File: src/dsm_pkg.sv
// shared types and constants for the dot-star line matcher
`timescale 1ns / 1ps

package dsm_pkg;

  // token layout inside a token word: byte in the low 8 bits, star flag on top
  typedef struct packed {
    logic       star;
    logic [7:0] chr;
  } token_t;

  localparam int unsigned TokenW        = 9;
  localparam int unsigned TokensPerWord = 7;
  localparam int unsigned NumTokenWords = 4;
  localparam int unsigned TokenWordW    = TokenW * TokensPerWord;
  localparam int unsigned LenCfgW       = 5;
  localparam int unsigned CfgIdxW       = 3;
  localparam int unsigned LineNumW      = 16;

  localparam logic [7:0]          DotByte      = 8'h2E;
  localparam logic [LineNumW-1:0] LineCountMax = '1;

  typedef enum logic [CfgIdxW-1:0] {
    CfgPatternLength = 3'd0,
    CfgTokenWord0    = 3'd1,
    CfgTokenWord1    = 3'd2,
    CfgTokenWord2    = 3'd3,
    CfgTokenWord3    = 3'd4
  } cfg_idx_e;

endpackage

File: src/dsm_nfa_step.sv
// one-byte update of the token nfa: star closure, byte consume, closure again
`timescale 1ns / 1ps

module dsm_nfa_step #(
  parameter int unsigned MaxTokens = 28
) (
  input  logic [MaxTokens:0]                  active_i,
  input  dsm_pkg::token_t [MaxTokens-1:0]     tokens_i,
  input  logic [$clog2(MaxTokens+1)-1:0]      len_i,
  input  logic [7:0]                          char_i,
  output logic [MaxTokens:0]                  active_o,
  output logic                                hit_o
);
  import dsm_pkg::*;

  localparam int unsigned N      = MaxTokens + 1;
  localparam int unsigned LenW   = $clog2(MaxTokens + 1);
  localparam int unsigned Levels = $clog2(N);

  // prefix closure: bit j is reached if set, or bit j-1 is reached and bit j passes
  function automatic logic [N-1:0] close_set(input logic [N-1:0] set,
                                             input logic [N-1:0] pass);
    logic [N-1:0] g;
    logic [N-1:0] p;
    logic [N-1:0] g_n;
    logic [N-1:0] p_n;
    int           span;
    g = set;
    p = pass;
    for (int lvl = 0; lvl < Levels; lvl++) begin
      span = 1 << lvl;
      g_n  = g;
      p_n  = p;
      for (int j = 0; j < N; j++) begin
        if (j >= span) begin
          g_n[j] = g[j] | (p[j] & g[j-span]);
          p_n[j] = p[j] & p[j-span];
        end
      end
      g = g_n;
      p = p_n;
    end
    return g;
  endfunction

  logic [MaxTokens-1:0] tok_en;
  logic [MaxTokens-1:0] tok_hit;
  logic [MaxTokens-1:0] stay;
  logic [MaxTokens-1:0] adv;
  logic [N-1:0]         pass;
  logic [N-1:0]         mask;
  logic [N-1:0]         start_set;
  logic [N-1:0]         consumed;
  logic [N-1:0]         next_set;

  always_comb begin
    pass[0] = 1'b0;
    for (int i = 0; i < MaxTokens; i++) begin
      tok_en[i]  = (LenW'(i) < len_i);
      tok_hit[i] = (tokens_i[i].chr == DotByte) || (tokens_i[i].chr == char_i);
      pass[i+1]  = tokens_i[i].star & tok_en[i];
    end
    for (int j = 0; j < N; j++) begin
      mask[j] = (LenW'(j) <= len_i);
    end
  end

  always_comb begin
    // fresh start at position 0 before every byte
    start_set = close_set((active_i & mask) | N'(1), pass);
    for (int i = 0; i < MaxTokens; i++) begin
      stay[i] = start_set[i] & tok_hit[i] & tok_en[i] & tokens_i[i].star;
      adv[i]  = start_set[i] & tok_hit[i] & tok_en[i] & ~tokens_i[i].star;
    end
    consumed = {1'b0, stay} | {adv, 1'b0};
    next_set = close_set(consumed, pass) & mask;
  end

  assign active_o = next_set;
  assign hit_o    = next_set[len_i];

endmodule

File: src/dot_star_regex_line_matcher.sv
// top level of the dot-star line matcher: stream ports, config and pipeline
`timescale 1ns / 1ps

// channel     dir  handshake               payload
// s_axis      in   s_axis_tvalid/tready    tdata: text_char, tlast: end_of_line,
//                                          tuser: empty_line
// m_axis      out  m_axis_tvalid/tready    tdata: line_number, tuser: matched
// cfg         in   cfg_we_i                cfg_idx_i, cfg_data_i
//
// one word per cycle sustained while results are taken; an input word passes the
// input register, then the nfa update into the result register
// the nfa state feeds back through the closure/consume logic
// async active-low reset clears nfa state, line count, pattern registers
// a stalled result register holds while the input register keeps filling
// until both are full; then s_axis_tready drops

module dot_star_regex_line_matcher #(
  parameter int unsigned MAX_TOKENS = 28
) (
  input  logic                              clk_i,
  input  logic                              rst_ni,
  // config write port
  input  logic                              cfg_we_i,
  input  logic [dsm_pkg::CfgIdxW-1:0]       cfg_idx_i,
  input  logic [dsm_pkg::TokenWordW-1:0]    cfg_data_i,
  // input stream
  input  logic                              s_axis_tvalid,
  output logic                              s_axis_tready,
  input  logic [7:0]                        s_axis_tdata,  // [7:0] text_char
  input  logic                              s_axis_tlast,
  input  logic                              s_axis_tuser,  // [0] empty_line
  // result stream
  output logic                              m_axis_tvalid,
  input  logic                              m_axis_tready,
  output logic [dsm_pkg::LineNumW-1:0]      m_axis_tdata,  // [15:0] line_number
  output logic                              m_axis_tuser   // [0] matched
);
  import dsm_pkg::*;

  localparam int unsigned LenW = $clog2(MAX_TOKENS + 1);

  // config registers
  logic [LenCfgW-1:0]    pat_len_q;
  logic [TokenWordW-1:0] tok_word_q [NumTokenWords];

  // input register
  logic       in_vld_q;
  logic       in_vld_d;
  logic [7:0] in_char_q;
  logic       in_eol_q;
  logic       in_empty_q;

  // nfa state and line count
  logic [MAX_TOKENS:0]   active_q;
  logic [MAX_TOKENS:0]   active_d;
  logic [LineNumW-1:0]   lines_q;
  logic [LineNumW-1:0]   lines_d;

  // result register
  logic                  out_vld_q;
  logic                  out_vld_d;
  logic [LineNumW-1:0]   out_line_q;
  logic                  out_match_q;

  logic                  advance;
  logic                  finish;
  logic [LenW-1:0]       len_eff;
  token_t [MAX_TOKENS-1:0] tokens;
  logic [MAX_TOKENS:0]   step_active;
  logic                  step_hit;

  // config writes; indexes past the last register are dropped
  always_ff @(posedge clk_i or negedge rst_ni) begin
    if (!rst_ni) begin
      pat_len_q <= '0;
      for (int w = 0; w < NumTokenWords; w++) begin
        tok_word_q[w] <= '0;
      end
    end else if (cfg_we_i) begin
      case (cfg_idx_e'(cfg_idx_i))
        CfgPatternLength: pat_len_q     <= cfg_data_i[LenCfgW-1:0];
        CfgTokenWord0:    tok_word_q[0] <= cfg_data_i;
        CfgTokenWord1:    tok_word_q[1] <= cfg_data_i;
        CfgTokenWord2:    tok_word_q[2] <= cfg_data_i;
        CfgTokenWord3:    tok_word_q[3] <= cfg_data_i;
        default: ;
      endcase
    end
  end

  // unpack tokens, token k sits in word k/7 at slot k%7
  always_comb begin
    for (int k = 0; k < MAX_TOKENS; k++) begin
      tokens[k] = token_t'(tok_word_q[k / TokensPerWord][TokenW*(k % TokensPerWord) +: TokenW]);
    end
  end

  // lengths past the token capacity clamp to it
  assign len_eff = (pat_len_q > LenCfgW'(MAX_TOKENS)) ? LenW'(MAX_TOKENS)
                                                     : pat_len_q[LenW-1:0];

  dsm_nfa_step #(
    .MaxTokens(MAX_TOKENS)
  ) u_step (
    .active_i (active_q),
    .tokens_i (tokens),
    .len_i    (len_eff),
    .char_i   (in_char_q),
    .active_o (step_active),
    .hit_o    (step_hit)
  );

  // the held word moves on once the result register can take a result
  assign advance       = in_vld_q & (~out_vld_q | m_axis_tready);
  assign finish        = in_eol_q | in_empty_q;
  assign s_axis_tready = ~in_vld_q | advance;

  always_comb begin
    in_vld_d  = (s_axis_tvalid & s_axis_tready) | (in_vld_q & ~advance);
    active_d  = active_q;
    lines_d   = lines_q;
    out_vld_d = out_vld_q & ~m_axis_tready;
    if (advance) begin
      // empty line wipes the state, otherwise take the nfa update
      active_d = in_empty_q ? '0 : step_active;
      if (finish) begin
        active_d  = '0;
        out_vld_d = 1'b1;
        if (lines_q != LineCountMax) begin
          lines_d = lines_q + LineNumW'(1);
        end
      end
    end
  end

  always_ff @(posedge clk_i or negedge rst_ni) begin
    if (!rst_ni) begin
      in_vld_q  <= 1'b0;
      active_q  <= '0;
      lines_q   <= '0;
      out_vld_q <= 1'b0;
    end else begin
      in_vld_q  <= in_vld_d;
      active_q  <= active_d;
      lines_q   <= lines_d;
      out_vld_q <= out_vld_d;
    end
  end

  // payload registers
  always_ff @(posedge clk_i) begin
    if (s_axis_tvalid && s_axis_tready) begin
      in_char_q  <= s_axis_tdata;
      in_eol_q   <= s_axis_tlast;
      in_empty_q <= s_axis_tuser;
    end
    if (advance && finish) begin
      out_line_q  <= lines_d;
      out_match_q <= ~in_empty_q & step_hit;
    end
  end

  assign m_axis_tvalid = out_vld_q;
  assign m_axis_tdata  = out_line_q;
  assign m_axis_tuser  = out_match_q;

endmodule

File: config.mk
export PLATFORM = sky130hd
export DESIGN_NAME = dot_star_regex_line_matcher
export DESIGN_NICKNAME = d
export VERILOG_FILES = /design/src/dsm_pkg.sv /design/src/dsm_nfa_step.sv /design/src/dot_star_regex_line_matcher.sv
export SDC_FILE = /design/constraint.sdc
export NUM_CORES = 1
export LEC_CHECK = 0
export BUFFER_PORTS_ARGS = -buffer_cell sky130_fd_sc_hd__buf_2
export CORE_ASPECT_RATIO = 0.6
export CORE_MARGIN = 5
export CORE_UTILIZATION = 62
export DETAILED_ROUTE_END_ITERATION = 10
export PLACE_DENSITY = 0.81
export SYNTH_ARGS = -nofsm -noshare
export SYNTH_HDL_FRONTEND = slang
export SYNTH_SLANG_ARGS = --single-unit
File: constraint.sdc
create_clock -name clk_i -period 4 [get_ports clk_i]
set_clock_uncertainty 0.05 [all_clocks]
set_input_delay 0.4 -clock clk_i [delete_from_list [all_inputs] [get_ports clk_i]]
set_output_delay 0.4 -clock clk_i [all_outputs]
set_load 0.05 [all_outputs]
# Word-level counts from Yosys, hierarchy flattened
# Index checks and enable logic that the tools add are counted.
[totals]
romBits = 0
elab_cells = 892
latch_bits = 0
out_inout_bits = 19
ram_bits = 0
inputBits = 81
regBits = 330
memories = 0
[classes]
add_sub_neg = 1
n_reduce_logical = 36
muxes = 10
multipliers = 0
bitwise_logic = 711
eq_ne = 61
shift = 0
order_cmp = 59
n_div = 0
[op_table]
columns = ["operator", "count"]
rows = [
  ["1-bit bitwise AND", 448],
  ["1-bit OR", 227],
  ["8-bit by 6-bit == test with 1-bit output, second input constant", 28],
  ["8-bit == test", 28],
  ["5-bit less-or-equal comparator, first input constant", 13],
  ["5-bit < comparator, first input constant", 12],
  ["28-bit 2-to-1 mux", 2],
  ["16-bit 2-to-1 mux", 3],
  ["4-bit by 5-bit less-or-equal comparator with 1-bit output, first input constant", 8],
  ["4-bit by 5-bit < comparator with 1-bit output, first input constant", 8],
  ["1-bit inverter", 33],
  ["29-bit bitwise AND", 1],
  ["28-bit by 29-bit OR with 29-bit output", 1],
  ["28-bit bitwise AND", 1],
  ["1-bit logical OR", 28],
  ["3-bit by 5-bit less-or-equal comparator with 1-bit output, first input constant", 4],
  ["3-bit by 5-bit < comparator with 1-bit output, first input constant", 4],
  ["16-bit by 1-bit adder with 16-bit output, second input constant", 1],
  ["16-bit inequality test, second input constant", 1],
  ["1-bit by 5-bit less-or-equal comparator with 1-bit output, first input constant", 2],
  ["2-bit by 5-bit less-or-equal comparator with 1-bit output, first input constant", 2],
  ["1-bit by 5-bit < comparator with 1-bit output, first input constant", 2],
  ["2-bit by 5-bit < comparator with 1-bit output, first input constant", 2],
  ["2-bit AND reduction", 5],
  ["other kinds (10)", 14],
]

# Depth between registers and ports, before layout
[logic_depth]
ltp_word = 30
ltp_mapped = 15
ltp_nobuf = 12

# Hierarchy
# From an unflattened synthesis, not the netlist that was laid out.
[hier_totals]
cells_unflattened = 1834
hier_area_um2 = 19636.3
[by_module_without_submodules]
columns = ["mod", "cells_each", "area_each_um2", "seq_area_each_um2", "n_inst"]
rows = [
  ["dot_star_regex_line_matcher", 796, 12475.7, 8418.1, 1],
  ["dsm_nfa_step", 1038, 7160.6, 0.0, 1],
]

# Worst setup path before layout
# Ideal clock, no wire load.
[synth_timing]
path_type = "register to register"
start = "register pat_len_q[3]"
end = "register out_match_q (netlist: m_axis_tuser), data pin"
required_time_ns = 3.677
slack_ns = 0.626
setup_time_ns = 0.273
synth_period_minus_slack_ns = 3.374
n_path_buf = 1
stages_incl_launch_ff = 14
arrival_time_ns = 3.051
path_cell_list = "dfrtp_1 buf_6 a311o_2 and3_4 o211ai_4 a211oi_2 a32o_1 a41o_1 o31ai_2 o211ai_1 a2111oi_2 a31o_1 a221o_1 o31ai_2"
[synth_between]
elab_chain_len = 29
elab_cells_between_ends = 731
cone_classes = "58 x order compare; 3 x mux; 670 x bitwise"
[synth_rtl]
columns = ["element", "line", "rtl"]
rows = [
  ["start, declared", "dot_star_regex_line_matcher.sv:43", "logic [LenCfgW-1:0] pat_len_q;"],
  ["start signal, assigned", "dot_star_regex_line_matcher.sv:81", "CfgPatternLength: pat_len_q <= cfg_data_i[LenCfgW-1:0];"],
  ["5-bit > comparator", "dot_star_regex_line_matcher.sv:99", "assign len_eff = (pat_len_q > LenCfgW'(MAX_TOKENS)) ? LenW'(MAX_TOKENS)"],
  ["5-bit 2-to-1 mux (*)", "dot_star_regex_line_matcher.sv:99", ""],
  ["1-bit by 5-bit < comparator with 1-bit output (tied with other cells)", "dsm_nfa_step.sv:59", "tok_en[i] = (LenW'(i) < len_i);"],
  ["1-bit bitwise AND or 28-bit bitwise AND (tied branches)", "dsm_nfa_step.sv:61, dsm_nfa_step.sv:70", ""],
  ["1-bit bitwise AND", "dsm_nfa_step.sv:36", "g_n[j] = g[j] | (p[j] & g[j-span]);"],
  ["1-bit OR", "dsm_nfa_step.sv:36", ""],
  ["1-bit bitwise AND", "dsm_nfa_step.sv:36", ""],
  ["1-bit OR", "dsm_nfa_step.sv:36", ""],
  ["[12 not listed]", "n/a", ""],
  ["1-bit OR", "dsm_nfa_step.sv:36", ""],
  ["1-bit bitwise AND or 1-bit OR (tied branches)", "dsm_nfa_step.sv:36", ""],
  ["1-bit OR or 1-bit bitwise AND (tied branches)", "dsm_nfa_step.sv:36", ""],
  ["1-bit OR (2 in series)", "dsm_nfa_step.sv:36", ""],
  ["29-bit bitwise AND", "dsm_nfa_step.sv:76", "next_set = close_set(consumed, pass) & mask;"],
  ["1-bit binary-select mux with 5-bit select (*)", "dsm_nfa_step.sv:80", "assign hit_o = next_set[len_i];"],
  ["1-bit 2-to-1 mux (implied by the code) (*)", "dsm_nfa_step.sv:80", ""],
  ["1-bit bitwise AND (*)", "dot_star_regex_line_matcher.sv:159", "out_match_q <= ~in_empty_q & step_hit;"],
  ["end signal, assigned", "dot_star_regex_line_matcher.sv:159", ""],
  ["end, declared", "dot_star_regex_line_matcher.sv:63", "logic out_match_q;"],
]
# Mark *: on every way between the ends. The rest lies on a longest branch, timed or not. The select of a mux whose other input is x is not followed.
# A chain may end at the register's enable or synchronous reset.

# Worst setup path after layout
[layout_timing]
start = "register pat_len_q[4]"
end = "register out_match_q (netlist: m_axis_tuser), data pin"
# Same word-level chain as after synthesis.

==> results.yml <==
global_routing:
  overflow: 0
  grt_max_degree: 85
  antenna_found_initial: 1
  grt_pass1_wl_microns: 109000
  grt_util_all_layers_pct: 41.4
  grt_pass1_vias: 17100
drt:
  via_per_inst: 6.97
  ant_nets: 0
  finalWirelength_microns: 73700
  wl_per_cell_microns: 29.6
  vias: 17400
  drc: 0
  dr.pass1.iters: 6
  drt_iter0_drc: 2467
worst_hold_path:
  hp-class: "in -> reg"
  hold_depth: 3
final_layout:
  diodes: 0
  fin_area_sq_um: 23600
  syn_to_final_growth_pct: 25.2
  n_fill_cell: 1782
  regArea_sq_um: 8380
  nNetsFinal: 2143
  final_common_cell: "dfrtp_1"
  drive_above_1_share_pct: 40.0
  multi_input_area_sq_um: 10600
  layout_common_cells: "dfrtp_1 (293), buf_4 (258), mux2_2 (250)"
floorplanning:
  rows: 49
  fp.coreArea_sq_um: 30000
  dieArea_sq_um: 34100
  die_width_microns: 235
  ios: 100
  die_y_microns: 145
  initial_core_util_pct: 62.9
timing:
  drv_slew: 0
  slew_headroom_pct: 23.5
  fmax_mhz: 249
  setup_viol: 1
  final-hold-violation-count: 0
  setup_ws_ns: -0.0207
  layout_worst_path_cycle_share_pct: 101
  setup-tns-final_ns: -0.0207
  tightestPinTransition_ns: 1.15
  period_needed_ns: 4.02
  hold-worst-slack_ns: 0.0369
pwr:
  power_uw: 11100
  cellPowerDensity_nw_per_um2: 472
  ir_drop_mv: 0.573
  p_leak_uw: 0.00968
placement:
  place_congestion: 1.15
  place_ws_ns: -0.190
  dpl_cell_area_sq_um: 21600
  placement.io_buffers: 99
  dp_hpwl_microns: 51500
yosys:
  yosysWarnings: 0
  synth_fp_nets: 1799
  synth_area_sq_um: 18900
  yosys-top-cells-area: "dfrtp_1 (40%), mux2_2 (15%), xnor2_1 (6.3%)"
  synth_edf_count: 27
  synth_top_area_cell: "dfrtp_1"
  synth_flop_cell: "dfrtp_1"
  synthDistinctLibCells: 102
  yosysSeqAreaShare_pct: 44.4
  synth_async_sr_flop_share_pct: 91.8
  synth.avg_cell_area_sq_um: 11.0
  ys_ff_latch: 329
  synth_top_cell_area_share_pct: 40.1
  synthCells: 1717
run_status:
  violations: "negative setup slack"
  outcome: "finished with violations"
setup_path:
  cp-end-kind: "flip-flop"
  cp-start-kind: "flip-flop"
  crit_type: "reg -> reg"
  crit_fanout: 6
  arrival_ns: 4.39
  reg2regPathDepth: 16
  worstPathRequired_ns: 4.37
clock_tree:
  clk_latency_ns: 0.61
  numCtsBuffers: 31
  clk_pin_slew_ns: 0.07
  cts-root-buf: "clkbuf_16"
  clock-sinks: 329
  cts_buffer_depth: 3
  h-tree-depth: 1
  cts_tree: "yes"
run:
  maxCapViolations: 0
-- flip-flops by register name (all words and copies together) (netlist names) --
signal / count
active_q: 27
in_char_q: 8
in_empty_q: 1
in_eol_q: 1
in_vld_q: 1
lines_q: 16
m_axis_tdata: 16
m_axis_tuser: 1
m_axis_tvalid: 1
pat_len_q: 5
tok_word_q: 252
-- synthesized netlist by cell type (6+ instances only) --
cell type	n
buf_6	6
nor3_2	6
nor2_1	62
a211o_1	6
dfrtp_1	302
o21a_1	12
nor4_2	6
inv_1	22
nor4_1	41
mux2_2	250
a211oi_1	23
and3_1	17
o21ai_0	49
a22o_1	12
a31oi_1	14
nand2b_1	23
or4b_2	10
buf_4	7
xor2_1	100
nand4_1	44
nor4b_1	6
buf_2	27
nand3_1	40
o22ai_1	18
a21o_1	11
clkbuf_1	40
a21oi_1	60
nor3_1	22
o211ai_1	13
nor2b_1	12
xnor2_1	135
nand4b_1	26
o31ai_1	10
nand2_1	110
and2_1	9
edfxtp_1	27
-- area by class of cell --
class / count / share of cell area [%]
inverters: 24 / 0.392
clock buffers: 43 / 3.73
repair buffers: 394 / 12.7
well taps: 408 / 2.16
flip-flops and latches: 329 / 35.5
multi-input cells: 1281 / 45.0
clock inverters: 15 / 0.567
-- critical path, stage by stage (launching register included) --
cell and delay, ns:
dfrtp_2 0.46, buf_4 0.17, o21ai_4 0.10, buf_4 0.16, nor4_2 0.40, a211oi_4 0.10
buf_4 0.19, nor3_2 0.24, buf_4 0.17, o311ai_1 0.12, a211oi_2 0.32, o21a_1 0.15
o21a_1 0.11, o211ai_1 0.22, a211o_1 0.38, a221o_1 0.28, o31ai_2 0.22
-- routing by layer --
layer / global-route usage (%) / share of wire [%]
met2: 55.6 / 40
met3: 19.3 / 16
met1: 60.6 / 41
met4: 11.1 / 3.2
met5: 0 / 0.15
-- stage by stage --
stage / util (%) / std cells
after floorplan: - / 1717
after global placement: 72.1 / 2403
after detailed placement: 72.1 / 2403
after CTS: 76.3 / 2474
after global routing: 78.8 / 2494
final: 78.8 / 2494
-- kinds of logic after synthesis --
family,Yosys count,share of synthesized area (%)
buffers and inverters,107,2.70
muxes,250,14.9
and+or+nand+nor,467,14.1
xor gates and xnor gates,235,10.9
DFF,329,44.4
adders and majority gates,1,0.0663
AOI/OAI and AO/OA,328,12.9
-- power by group --
group / internal (uW) / switching [uW] / leakage (uW)
sequential: 4020 / 792 / 0.00394
combinational: 1510 / 1800 / 0.00523
clock: 1620 / 1390 / 0.000510
total: 7160 / 3980 / 0.00968
-- worst paths after layout --
check	start	to	slack, ns
setup / recovery	pat_len_q[4]	m_axis_tuser	-0.02
min in group asynchronous	rst_ni	tok_word_q[108]	0.30
hold reg to reg	active_q[2]	active_q[2]	0.45
setup reg to reg	pat_len_q[4]	m_axis_tuser	-0.02
hold / removal	cfg_data_i[62]	tok_word_q[251]	0.04
max in group asynchronous	rst_ni	active_q[11]	2.61
-- timing repair --
action,CTS,global route
gates resized for setup,19,112
hold endpoints to repair,89,0
setup endpoints to repair,3,4
buffers inserted,1,20
hold buffers,12,0
pin swaps,3,35
Note: power is estimated with default switching activity, not from simulation.
